--- src/design/pfd_pkg.sv ---
// ----------------------------------------------------------------------------
// Pose fall detector package
// Shared command, status and constant definitions.
// ----------------------------------------------------------------------------
package pfd_pkg;

    typedef enum logic [1:0] {
        DIV_SPEED,
        DIV_RATIO,
        DIV_DSCORE,
        DIV_DROP
    } div_sel_t;

    typedef enum logic [1:0] {
        FIN_SKIP,
        FIN_CAL,
        FIN_CALC
    } fin_kind_t;

    typedef struct packed {
        logic      load;
        logic      prep;
        logic      div_start;
        div_sel_t  div_sel;
        logic      finish;
        fin_kind_t fin_kind;
    } pfd_cmd_t;

    typedef struct packed {
        logic vis_ok;
        logic calibrated;
        logic div_done;
    } pfd_status_t;

    localparam logic [16:0] ONE_Q16 = 17'd65536;

    localparam logic [2:0] CFG_MIN_VIS    = 3'd0;
    localparam logic [2:0] CFG_DROP_RATIO = 3'd1;
    localparam logic [2:0] CFG_LOW_HIP    = 3'd2;
    localparam logic [2:0] CFG_DESCENT    = 3'd3;
    localparam logic [2:0] CFG_CONFIRM    = 3'd4;

endpackage

--- src/design/pose_fall_detector_core.sv ---
// ----------------------------------------------------------------------------
// Pose fall detector core
// Takes one pose frame per item and returns one fall status item per frame.
//
// The s_ channel carries the five landmark heights, their visibilities and
// the frame timestamp; the m_ channel returns one result item per frame.
// The user must write thresholds on the cfg_ port only while the block is
// idle; the block itself does not enforce this. A frame that is skipped or
// used for calibration passes from capture through the check and output
// states to the result. A tracked frame runs four divisions in turn on one
// shared radix-2 divider: a 26-step speed division and three 16-step
// saturating Q0.16 divisions; a Q0.16 division that saturates at once skips
// its steps. The next frame is accepted in the same cycle as the result
// appears, not before: no new frame is taken while one is in progress.
// Reset restores the default thresholds and clears calibration, the low
// timer, the descent flag and the latched alert.
// The result sits in an output register, so when the receiver stalls the
// block still accepts and processes the next frame, and waits only when
// that frame's result is ready while the previous one is still held.
// ----------------------------------------------------------------------------
module pose_fall_detector_core (
    input  logic        aclk,
    input  logic        aresetn,
    input  logic        cfg_we,
    input  logic [2:0]  cfg_index,
    input  logic [25:0] cfg_wdata,
    input  logic        s_valid,
    output logic        s_ready,
    input  logic [15:0] s_nose_y,
    input  logic [15:0] s_left_hip_y,
    input  logic [15:0] s_right_hip_y,
    input  logic [15:0] s_left_ankle_y,
    input  logic [15:0] s_right_ankle_y,
    input  logic [15:0] s_nose_vis,
    input  logic [15:0] s_left_hip_vis,
    input  logic [15:0] s_right_hip_vis,
    input  logic [15:0] s_left_ankle_vis,
    input  logic [15:0] s_right_ankle_vis,
    input  logic [31:0] s_frame_time_ms,
    output logic        m_valid,
    input  logic        m_ready,
    output logic        m_skipped,
    output logic        m_lying_low,
    output logic [9:0]  m_confidence_tenths,
    output logic        m_alert_now,
    output logic [31:0] m_event_time_ms,
    output logic [9:0]  m_event_conf_tenths
);
    import pfd_pkg::*;

    pfd_cmd_t    cmd;
    pfd_status_t status;

    pfd_controller u_ctrl (
        .aclk    (aclk),
        .aresetn (aresetn),
        .s_valid (s_valid),
        .s_ready (s_ready),
        .m_valid (m_valid),
        .m_ready (m_ready),
        .status  (status),
        .cmd     (cmd)
    );

    pfd_datapath u_dp (
        .aclk                (aclk),
        .aresetn             (aresetn),
        .cfg_we              (cfg_we),
        .cfg_index           (cfg_index),
        .cfg_wdata           (cfg_wdata),
        .s_nose_y            (s_nose_y),
        .s_left_hip_y        (s_left_hip_y),
        .s_right_hip_y       (s_right_hip_y),
        .s_left_ankle_y      (s_left_ankle_y),
        .s_right_ankle_y     (s_right_ankle_y),
        .s_nose_vis          (s_nose_vis),
        .s_left_hip_vis      (s_left_hip_vis),
        .s_right_hip_vis     (s_right_hip_vis),
        .s_left_ankle_vis    (s_left_ankle_vis),
        .s_right_ankle_vis   (s_right_ankle_vis),
        .s_frame_time_ms     (s_frame_time_ms),
        .cmd                 (cmd),
        .status              (status),
        .m_skipped           (m_skipped),
        .m_lying_low         (m_lying_low),
        .m_confidence_tenths (m_confidence_tenths),
        .m_alert_now         (m_alert_now),
        .m_event_time_ms     (m_event_time_ms),
        .m_event_conf_tenths (m_event_conf_tenths)
    );

endmodule

--- src/design/pfd_controller.sv ---
// ----------------------------------------------------------------------------
// Pose fall detector controller
// Sequences capture, the four divisions and result delivery.
// ----------------------------------------------------------------------------
module pfd_controller (
    input  logic                 aclk,
    input  logic                 aresetn,
    input  logic                 s_valid,
    output logic                 s_ready,
    output logic                 m_valid,
    input  logic                 m_ready,
    input  pfd_pkg::pfd_status_t status,
    output pfd_pkg::pfd_cmd_t    cmd
);
    import pfd_pkg::*;

    typedef enum logic [2:0] {
        S_IDLE,
        S_CHECK,
        S_START,
        S_WAIT,
        S_OUT
    } state_t;

    state_t    state_reg;
    div_sel_t  sel_reg;
    fin_kind_t kind_reg;
    logic      m_valid_reg;

    always_comb begin
        cmd           = '0;
        cmd.div_sel   = sel_reg;
        cmd.fin_kind  = kind_reg;
        case (state_reg)
            S_IDLE:  cmd.load      = s_valid;
            S_CHECK: cmd.prep      = 1'b1;
            S_START: cmd.div_start = 1'b1;
            S_OUT:   cmd.finish    = !m_valid_reg || m_ready;
            default: cmd           = '0;
        endcase
    end

    assign s_ready = (state_reg == S_IDLE);
    assign m_valid = m_valid_reg;

    always_ff @(posedge aclk) begin
        if (!aresetn) begin
            state_reg   <= S_IDLE;
            sel_reg     <= DIV_SPEED;
            kind_reg    <= FIN_SKIP;
            m_valid_reg <= 1'b0;
        end else begin
            if (cmd.finish) begin
                m_valid_reg <= 1'b1;
            end else if (m_ready) begin
                m_valid_reg <= 1'b0;
            end
            case (state_reg)
                S_IDLE: begin
                    if (s_valid) state_reg <= S_CHECK;
                end
                S_CHECK: begin
                    if (!status.vis_ok) begin
                        kind_reg  <= FIN_SKIP;
                        state_reg <= S_OUT;
                    end else if (!status.calibrated) begin
                        kind_reg  <= FIN_CAL;
                        state_reg <= S_OUT;
                    end else begin
                        sel_reg   <= DIV_SPEED;
                        state_reg <= S_START;
                    end
                end
                S_START: state_reg <= S_WAIT;
                S_WAIT: begin
                    if (status.div_done) begin
                        case (sel_reg)
                            DIV_SPEED: begin
                                sel_reg   <= DIV_RATIO;
                                state_reg <= S_START;
                            end
                            DIV_RATIO: begin
                                sel_reg   <= DIV_DSCORE;
                                state_reg <= S_START;
                            end
                            DIV_DSCORE: begin
                                sel_reg   <= DIV_DROP;
                                state_reg <= S_START;
                            end
                            default: begin
                                kind_reg  <= FIN_CALC;
                                state_reg <= S_OUT;
                            end
                        endcase
                    end
                end
                S_OUT: begin
                    if (cmd.finish) state_reg <= S_IDLE;
                end
                default: state_reg <= S_IDLE;
            endcase
        end
    end

endmodule

--- src/design/pfd_datapath.sv ---
// ----------------------------------------------------------------------------
// Pose fall detector datapath
// Frame capture, shared radix-2 divider, tracking state and result registers.
// ----------------------------------------------------------------------------
module pfd_datapath (
    input  logic                 aclk,
    input  logic                 aresetn,
    input  logic                 cfg_we,
    input  logic [2:0]           cfg_index,
    input  logic [25:0]          cfg_wdata,
    input  logic [15:0]          s_nose_y,
    input  logic [15:0]          s_left_hip_y,
    input  logic [15:0]          s_right_hip_y,
    input  logic [15:0]          s_left_ankle_y,
    input  logic [15:0]          s_right_ankle_y,
    input  logic [15:0]          s_nose_vis,
    input  logic [15:0]          s_left_hip_vis,
    input  logic [15:0]          s_right_hip_vis,
    input  logic [15:0]          s_left_ankle_vis,
    input  logic [15:0]          s_right_ankle_vis,
    input  logic [31:0]          s_frame_time_ms,
    input  pfd_pkg::pfd_cmd_t    cmd,
    output pfd_pkg::pfd_status_t status,
    output logic                 m_skipped,
    output logic                 m_lying_low,
    output logic [9:0]           m_confidence_tenths,
    output logic                 m_alert_now,
    output logic [31:0]          m_event_time_ms,
    output logic [9:0]           m_event_conf_tenths
);
    import pfd_pkg::*;

    logic [15:0] min_vis_reg, drop_ratio_reg, low_hip_reg;
    logic [25:0] descent_reg;
    logic [19:0] confirm_reg;

    logic        vis_ok_reg;
    logic [15:0] nose_reg;
    logic [16:0] hip_sum_reg, ankle_sum_reg;
    logic [31:0] time_reg;
    logic [15:0] height_reg;
    logic [31:0] dt_reg;

    logic        calibrated_reg;
    logic [15:0] standing_reg, last_height_reg;
    logic [31:0] last_time_reg;
    logic        armed_reg;
    logic [31:0] low_start_reg;
    logic        rapid_reg;
    logic        alert_latched_reg;

    logic [25:0] speed_reg;
    logic [16:0] ratio_reg, dscore_reg, drop_reg;

    div_sel_t    dsel_reg;
    logic        busy_reg, done_reg, int_reg;
    logic [4:0]  cnt_reg;
    logic [31:0] rem_reg, den_reg;
    logic [25:0] q_reg;

    logic [16:0] nose2, abs_diff;
    logic [15:0] height_w;
    logic [31:0] div_num, div_den;
    logic        div_int, div_sat;
    logic [15:0] fall_w;
    logic [16:0] drop_num, drop_den;
    logic [32:0] r2;
    logic        ge;
    logic [31:0] rem_next;
    logic [25:0] q_next;
    logic        last_step;

    logic        lying_low_w, armed_next, rapid_next, alert_w;
    logic [31:0] start_next;
    logic [32:0] since_w, dur_w;
    logic [26:0] conf_sum;
    logic [9:0]  conf_w;

    assign nose2    = {nose_reg, 1'b0};
    assign abs_diff = (ankle_sum_reg >= nose2) ? ankle_sum_reg - nose2 : nose2 - ankle_sum_reg;
    assign height_w = abs_diff[16:1];

    assign fall_w   = last_height_reg - height_reg;
    assign drop_num = (ratio_reg < ONE_Q16) ? ONE_Q16 - ratio_reg : 17'd0;
    assign drop_den = ONE_Q16 - {1'b0, drop_ratio_reg};

    always_comb begin
        div_int = 1'b0;
        case (cmd.div_sel)
            DIV_SPEED: begin
                div_num = (last_height_reg > height_reg) ?
                          ({16'd0, fall_w} * 32'd1000) : 32'd0;
                div_den = dt_reg;
                div_int = 1'b1;
            end
            DIV_RATIO: begin
                div_num = {16'd0, height_reg};
                div_den = {16'd0, standing_reg};
            end
            DIV_DSCORE: begin
                div_num = {6'd0, speed_reg};
                div_den = {6'd0, descent_reg};
            end
            default: begin
                div_num = {15'd0, drop_num};
                div_den = {15'd0, drop_den};
            end
        endcase
    end

    assign div_sat   = !div_int && ((div_den == 32'd0) || (div_num >= div_den));
    assign r2        = {rem_reg, q_reg[25]};
    assign ge        = (r2 >= {1'b0, den_reg});
    assign rem_next  = ge ? 32'(r2 - {1'b0, den_reg}) : r2[31:0];
    assign q_next    = {q_reg[24:0], ge};
    assign last_step = int_reg ? (cnt_reg == 5'd25) : (cnt_reg == 5'd15);

    assign lying_low_w = (ratio_reg <= {1'b0, drop_ratio_reg}) &&
                         (hip_sum_reg >= {low_hip_reg, 1'b0});
    assign rapid_next  = rapid_reg || (speed_reg >= descent_reg);
    assign since_w     = {1'b0, time_reg} - {1'b0, low_start_reg};

    always_comb begin
        armed_next = armed_reg;
        start_next = low_start_reg;
        if (lying_low_w) begin
            if (!armed_reg) begin
                armed_next = 1'b1;
                start_next = time_reg;
            end
        end else if (armed_reg && ($signed(since_w) < $signed({13'd0, confirm_reg}))) begin
            armed_next = 1'b0;
        end
    end

    assign dur_w    = armed_next ? ({1'b0, time_reg} - {1'b0, start_next}) : 33'd0;
    assign alert_w  = lying_low_w && rapid_next && !alert_latched_reg &&
                      ($signed(dur_w) >= $signed({13'd0, confirm_reg}));
    assign conf_sum = ({10'd0, dscore_reg} * 27'd450) + ({10'd0, drop_reg} * 27'd350) +
                      (lying_low_w ? 27'd13107200 : 27'd0) + 27'd32768;
    assign conf_w   = conf_sum[25:16];

    assign status.vis_ok     = vis_ok_reg;
    assign status.calibrated = calibrated_reg;
    assign status.div_done   = done_reg;

    always_ff @(posedge aclk) begin
        if (!aresetn) begin
            min_vis_reg    <= 16'd32768;
            drop_ratio_reg <= 16'd32768;
            low_hip_reg    <= 16'd39322;
            descent_reg    <= 26'd65536;
            confirm_reg    <= 20'd2000;
        end else if (cfg_we) begin
            case (cfg_index)
                CFG_MIN_VIS:    min_vis_reg    <= cfg_wdata[15:0];
                CFG_DROP_RATIO: drop_ratio_reg <= cfg_wdata[15:0];
                CFG_LOW_HIP:    low_hip_reg    <= cfg_wdata[15:0];
                CFG_DESCENT:    descent_reg    <= cfg_wdata;
                CFG_CONFIRM:    confirm_reg    <= cfg_wdata[19:0];
                default:        ;
            endcase
        end
    end

    always_ff @(posedge aclk) begin
        if (cmd.load) begin
            vis_ok_reg    <= (s_nose_vis >= min_vis_reg) && (s_left_hip_vis >= min_vis_reg) &&
                             (s_right_hip_vis >= min_vis_reg) &&
                             (s_left_ankle_vis >= min_vis_reg) &&
                             (s_right_ankle_vis >= min_vis_reg);
            nose_reg      <= s_nose_y;
            hip_sum_reg   <= {1'b0, s_left_hip_y} + {1'b0, s_right_hip_y};
            ankle_sum_reg <= {1'b0, s_left_ankle_y} + {1'b0, s_right_ankle_y};
            time_reg      <= s_frame_time_ms;
        end
        if (cmd.prep) begin
            height_reg <= height_w;
            dt_reg     <= (time_reg > last_time_reg) ? time_reg - last_time_reg : 32'd1;
        end
    end

    always_ff @(posedge aclk) begin
        if (!aresetn) begin
            busy_reg <= 1'b0;
            done_reg <= 1'b0;
        end else begin
            done_reg <= 1'b0;
            if (cmd.div_start) begin
                dsel_reg <= cmd.div_sel;
                int_reg  <= div_int;
                den_reg  <= div_den;
                cnt_reg  <= 5'd0;
                rem_reg  <= div_int ? 32'd0 : div_num;
                q_reg    <= div_int ? div_num[25:0] : 26'd0;
                if (div_sat) begin
                    done_reg <= 1'b1;
                    case (cmd.div_sel)
                        DIV_RATIO:  ratio_reg  <= ONE_Q16;
                        DIV_DSCORE: dscore_reg <= ONE_Q16;
                        default:    drop_reg   <= ONE_Q16;
                    endcase
                end else begin
                    busy_reg <= 1'b1;
                end
            end else if (busy_reg) begin
                rem_reg <= rem_next;
                q_reg   <= q_next;
                cnt_reg <= cnt_reg + 5'd1;
                if (last_step) begin
                    busy_reg <= 1'b0;
                    done_reg <= 1'b1;
                    case (dsel_reg)
                        DIV_SPEED:  speed_reg  <= q_next;
                        DIV_RATIO:  ratio_reg  <= {1'b0, q_next[15:0]};
                        DIV_DSCORE: dscore_reg <= {1'b0, q_next[15:0]};
                        default:    drop_reg   <= {1'b0, q_next[15:0]};
                    endcase
                end
            end
        end
    end

    always_ff @(posedge aclk) begin
        if (!aresetn) begin
            calibrated_reg    <= 1'b0;
            standing_reg      <= 16'd0;
            last_height_reg   <= 16'd0;
            last_time_reg     <= 32'd0;
            armed_reg         <= 1'b0;
            low_start_reg     <= 32'd0;
            rapid_reg         <= 1'b0;
            alert_latched_reg <= 1'b0;
        end else if (cmd.finish) begin
            case (cmd.fin_kind)
                FIN_CAL: begin
                    calibrated_reg  <= 1'b1;
                    standing_reg    <= (height_reg == 16'd0) ? 16'd1 : height_reg;
                    last_height_reg <= (height_reg == 16'd0) ? 16'd1 : height_reg;
                    last_time_reg   <= time_reg;
                end
                FIN_CALC: begin
                    last_height_reg   <= height_reg;
                    last_time_reg     <= time_reg;
                    armed_reg         <= armed_next;
                    low_start_reg     <= start_next;
                    rapid_reg         <= rapid_next;
                    alert_latched_reg <= alert_latched_reg || alert_w;
                end
                default: ;
            endcase
        end
    end

    always_ff @(posedge aclk) begin
        if (cmd.finish) begin
            if (cmd.fin_kind == FIN_CALC) begin
                m_skipped           <= 1'b0;
                m_lying_low         <= lying_low_w;
                m_confidence_tenths <= conf_w;
                m_alert_now         <= alert_w;
                m_event_time_ms     <= alert_w ? time_reg : 32'd0;
                m_event_conf_tenths <= alert_w ? ((conf_w > 10'd990) ? 10'd990 : conf_w) : 10'd0;
            end else begin
                m_skipped           <= 1'b1;
                m_lying_low         <= 1'b0;
                m_confidence_tenths <= 10'd0;
                m_alert_now         <= 1'b0;
                m_event_time_ms     <= 32'd0;
                m_event_conf_tenths <= 10'd0;
            end
        end
    end

endmodule
--- config.mk ---
export PLATFORM = sky130hd
export DESIGN_NAME = pose_fall_detector_core
export DESIGN_NICKNAME = d
export VERILOG_FILES = /design/src/design/pfd_pkg.sv /design/src/design/pose_fall_detector_core.sv /design/src/design/pfd_controller.sv /design/src/design/pfd_datapath.sv
export SDC_FILE = /design/constraint.sdc
export NUM_CORES = 2
export LEC_CHECK = 0
export ABC_AREA = 1
export BUFFER_PORTS_ARGS = -buffer_cell sky130_fd_sc_hd__clkbuf_2
export CAP_MARGIN = 20
export CELL_PAD_IN_SITES_DETAIL_PLACEMENT = 0
export CELL_PAD_IN_SITES_GLOBAL_PLACEMENT = 1
export CORE_MARGIN = 2
export CORE_UTILIZATION = 30
export DETAILED_ROUTE_END_ITERATION = 7
export PLACE_DENSITY = 0.66
export SYNTH_ARGS = -nofsm -noshare
export SYNTH_HDL_FRONTEND = slang
export SYNTH_SLANG_ARGS = --single-unit
--- constraint.sdc ---
create_clock -name aclk -period 9.6 [get_ports aclk]
set_input_delay 0.96 -clock aclk [delete_from_list [all_inputs] [get_ports aclk]]
set_output_delay 0.96 -clock aclk [all_outputs]
set_load 0.02 [all_outputs]
==> flow_summary.html <==
<table>
<tr><th>Metric</th><th>Value</th></tr>
<tr><th colspan="2">Run status</th></tr>
<tr><td>Run status</td><td>complete, no violations</td></tr>
<tr><th colspan="2">Synthesis</th></tr>
<tr><td>Fraction of registers with async set or reset after synthesis</td><td>0%</td></tr>
<tr><td>Top cell type's share of synthesized area</td><td>23.0%</td></tr>
<tr><td>Most area-hungry cell type in the Yosys netlist</td><td>sky130_fd_sc_hd__edfxtp_1</td></tr>
<tr><td>Syn nets</td><td>6847</td></tr>
<tr><td>Cell area after technology mapping</td><td>47100 µm²</td></tr>
<tr><td>Register bit total from synthesis</td><td>565</td></tr>
<tr><td>Seq/Total Area, Yosys</td><td>31.7%</td></tr>
<tr><td>Yosys warning total</td><td>0</td></tr>
<tr><td>Synth cell types</td><td>74</td></tr>
<tr><td>Top flip-flop cell by instance count after synthesis</td><td>sky130_fd_sc_hd__edfxtp_1</td></tr>
<tr><td>Biggest area contributors in the synthesized netlist</td><td>sky130_fd_sc_hd__edfxtp_1 (23%), sky130_fd_sc_hd__ha_1 (17%), sky130_fd_sc_hd__dfxtp_1 (8.7%)</td></tr>
<tr><td>Number of instances in the synthesized netlist</td><td>5836</td></tr>
<tr><td>Synthesized area per cell</td><td>8.07 µm²</td></tr>
<tr><td>Number of synthesized flops with an enable pin</td><td>361</td></tr>
<tr><th colspan="2">Clocking</th></tr>
<tr><td>Register clock-pin slew on the reported worst setup and hold paths</td><td>0.06 ns</td></tr>
<tr><td>Cts repair resizes</td><td>0</td></tr>
<tr><td>Clock insertion delay at the later pin of the skew report</td><td>0.70 ns</td></tr>
<tr><td>Post-CTS Setup Repair Bufs</td><td>0</td></tr>
<tr><td>Number of buffers created by CTS</td><td>69</td></tr>
<tr><td>Clock root cell</td><td>sky130_fd_sc_hd__clkbuf_16</td></tr>
<tr><td>Maximum buffer depth of the clock tree</td><td>3</td></tr>
<tr><td>Number of hold-repair buffers added at the cts stage</td><td>0</td></tr>
<tr><td>H-tree level count</td><td>3</td></tr>
<tr><td>TritonCTS clock tree</td><td>yes</td></tr>
<tr><td>Sink Count</td><td>565</td></tr>
<tr><th colspan="2">Power and ir drop</th></tr>
<tr><td>IR drop worst, VDD</td><td>0.000291 V</td></tr>
<tr><td>Pwr per Cell Area</td><td>199 nW/µm²</td></tr>
<tr><td>Static leakage</td><td>24.6 nW</td></tr>
<tr><th colspan="2">Floorplanning</th></tr>
<tr><td>Core Area</td><td>156000 µm²</td></tr>
<tr><td>Vert. Die Dim</td><td>400 µm</td></tr>
<tr><td>Top Ports</td><td>283</td></tr>
<tr><td>DIE WIDTH</td><td>400 µm</td></tr>
<tr><td>Standard-cell row count</td><td>145</td></tr>
<tr><td>Effective utilization at floorplan</td><td>30.2%</td></tr>
<tr><td>Die outline area</td><td>160000 µm²</td></tr>
<tr><th colspan="2">Worst setup path</th></tr>
<tr><td>Cell with the most instances on the worst path</td><td>sky130_fd_sc_hd__nand2_1</td></tr>
<tr><td>Max incr delay on CP</td><td>0.56 ns</td></tr>
<tr><td>Cell at the slowest stage of the critical path</td><td>sky130_fd_sc_hd__fa_1</td></tr>
<tr><td>Cell depth of the worst flop-to-flop path</td><td>41</td></tr>
<tr><td>Critical Setup Path Class</td><td>register to register</td></tr>
<tr><td>Type of element capturing the critical path</td><td>register</td></tr>
<tr><td>Kind of cell adding the most delay to the critical path</td><td>adder cells</td></tr>
<tr><td>Required time of the critical path</td><td>9.93 ns</td></tr>
<tr><td>Data arrival, critical path</td><td>8.85 ns</td></tr>
<tr><td>Critical Path Source Type</td><td>register</td></tr>
<tr><td>Largest fanout on the critical path</td><td>17</td></tr>
<tr><td>Logic depth of the worst path, buffers included</td><td>41</td></tr>
<tr><td>Count of buffering cells on the critical path with inverters included</td><td>6</td></tr>
<tr><th colspan="2">Job</th></tr>
<tr><td>Maximum capacitance violations</td><td>0</td></tr>
<tr><th colspan="2">Route</th></tr>
<tr><td>Routed wire length on met2</td><td>69600 µm</td></tr>
<tr><td>Initial DRT Pass Iterations</td><td>6</td></tr>
<tr><td>Highest layer used for signal routing</td><td>met4</td></tr>
<tr><td>Routed wire length on met3</td><td>7850 µm</td></tr>
<tr><td>Vias/cell</td><td>4.89</td></tr>
<tr><td>Final antenna-violating net count</td><td>0</td></tr>
<tr><td>Metal1 wirelength</td><td>69600 µm</td></tr>
<tr><td>Count of unresolved DRC violations after routing</td><td>0</td></tr>
<tr><td>WL/cell</td><td>18.3 µm</td></tr>
<tr><td>Total Wirelength</td><td>151000 µm</td></tr>
<tr><td>Total vias in the final route</td><td>40200</td></tr>
<tr><td>First-iteration detailed-routing DRC count</td><td>2707</td></tr>
<tr><th colspan="2">STA</th></tr>
<tr><td>Final sum of negative setup slack</td><td>0 ns</td></tr>
<tr><td>Final number of hold-violating endpoints</td><td>0</td></tr>
<tr><td>Fmax</td><td>117 MHz</td></tr>
<tr><td>Max-slew headroom at the worst pin</td><td>25.8%</td></tr>
<tr><td>Worst-Margin Slew</td><td>1.10 ns</td></tr>
<tr><td>Post-layout min period</td><td>8.53 ns</td></tr>
<tr><td>Clk_skew</td><td>0.0766 ns</td></tr>
<tr><td>Final number of setup-violating endpoints</td><td>0</td></tr>
<tr><td>Final period util</td><td>88.8%</td></tr>
<tr><td>Hold Worst Slack</td><td>0.438 ns</td></tr>
<tr><td>Max-slew violation count</td><td>0</td></tr>
<tr><td>Setup repair after global routing missed its margin</td><td>false</td></tr>
<tr><th colspan="2">Hold path</th></tr>
<tr><td>Worst hold path stage count</td><td>1</td></tr>
<tr><td>Worst min path class</td><td>primary input to register</td></tr>
<tr><th colspan="2">Finish</th></tr>
<tr><td>Commonest cells after routing, fill and taps aside</td><td>sky130_fd_sc_hd__inv_1 (1031), sky130_fd_sc_hd__nand2_1 (996), sky130_fd_sc_hd__ha_1 (645)</td></tr>
<tr><td>Most common cell after layout, fill and taps aside</td><td>sky130_fd_sc_hd__inv_1</td></tr>
<tr><td>Fraction of layout instances using a drive strength above 1</td><td>8.39%</td></tr>
<tr><td>Area added between synthesis and finish</td><td>13.1%</td></tr>
<tr><td>Final-stage net count</td><td>7118</td></tr>
<tr><th colspan="2">Place</th></tr>
<tr><td>Count of input and output buffers</td><td>282</td></tr>
<tr><td>Weighted congestion at the end of routability-driven global placement</td><td>0.912</td></tr>
<tr><td>Placed wire-length estimate after detailed placement</td><td>122000 µm</td></tr>
<tr><th colspan="2">Global routing</th></tr>
<tr><td>Maximum number of pins on one net before global-route repair</td><td>92</td></tr>
<tr><td>Number of global-route vias before repair</td><td>39300</td></tr>
<tr><td>Global-route usage over all layers</td><td>18.5%</td></tr>
<tr><td>Wire length of the first global-routing pass</td><td>231000 µm</td></tr>
<tr><td>Aggregate global routing overflow</td><td>0</td></tr>
<tr><td>Antenna violations before repair</td><td>5</td></tr>
</table>
==> logic make-up after synthesis <==
kind of cell / synth area share (%)
AOI/OAI and AO/OA: 16.4
xor gates and xnor gates: 4.03
adders and majority gates: 23.1
buffers and inverters: 9.35
DFF: 31.7
muxes: 0.0638
and+or+nand+nor: 15.4
==> final cells by class <==
cell class | count | area (µm²)
inverters | 1042 | 3920
fillers | 16600 | 103000
multi-input cells | 4116 | 27800
flip-flops and latches | 565 | 14900
repair buffers | 313 | 1680
well taps | 2058 | 2570
clock buffers | 94 | 1910
clock inverters | 32 | 457
diodes | 2 | 5.00
==> stage by stage <==
step	std cells	worst slack, ns	power, W	cell area (µm²)	utilization (%)
2_1_floorplan	5836	1.83	0.00638	47100	-
4_1_cts	8217	1.02	0.0107	53200	34.1
5_1_grt	8222	0.242	0.0114	53300	34.2
3_3_place_gp	8091	1.27	0.00794	50900	32.6
3_5_place_dp	8091	1.11	0.00793	50900	32.6
6_report	8222	1.07	0.0106	53300	34.2
==> worst paths after layout <==
check | start | to | slack (ns)
min reg2reg | u_dp.q_reg[18] | u_dp.speed_reg[19] | 0.44
max | u_dp.height_reg[2] | u_dp.drop_reg[4] | 1.07
min | s_nose_y[4] | u_dp.nose_reg[4] | 0.44
max reg2reg | u_dp.height_reg[2] | u_dp.drop_reg[4] | 1.07
==> cells in the mapped netlist, drive strengths merged, types with 3 or more instances <==
cell type	number
a21oi	625
nand3	134
and2	3
o21a	31
a21o	22
o22ai	20
o21bai	40
mux2i	3
clkbuf	86
o2111ai	5
dfxtp	204
buf	27
o31ai	13
a31oi	27
nor4	24
xor2	134
nand3b	6
edfxtp	361
ha	646
a22o	3
nor2	410
nand4	70
a211oi	14
a21boi	17
inv	1037
o221ai	10
nor3b	3
a221oi	6
a31o	3
xnor2	82
fa	139
o21ai	491
clkinv	5
o211a	3
o211ai	47
nand2	1008
or2	10
nor3	52
==> report_power, final <==
part | switching [W] | internal, W
Sequential | 0.0000683 | 0.00271
Combinational | 0.00334 | 0.00176
Clock | 0.00116 | 0.00156
==> per-layer routing <==
layer  up-vias  track usage, %
li1      20100               -
met1     18900            25.4
met2       973            30.8
met3       182            2.01
met4         0            4.77
met5         -               0
Note: power is estimated with default switching activity, not from simulation.
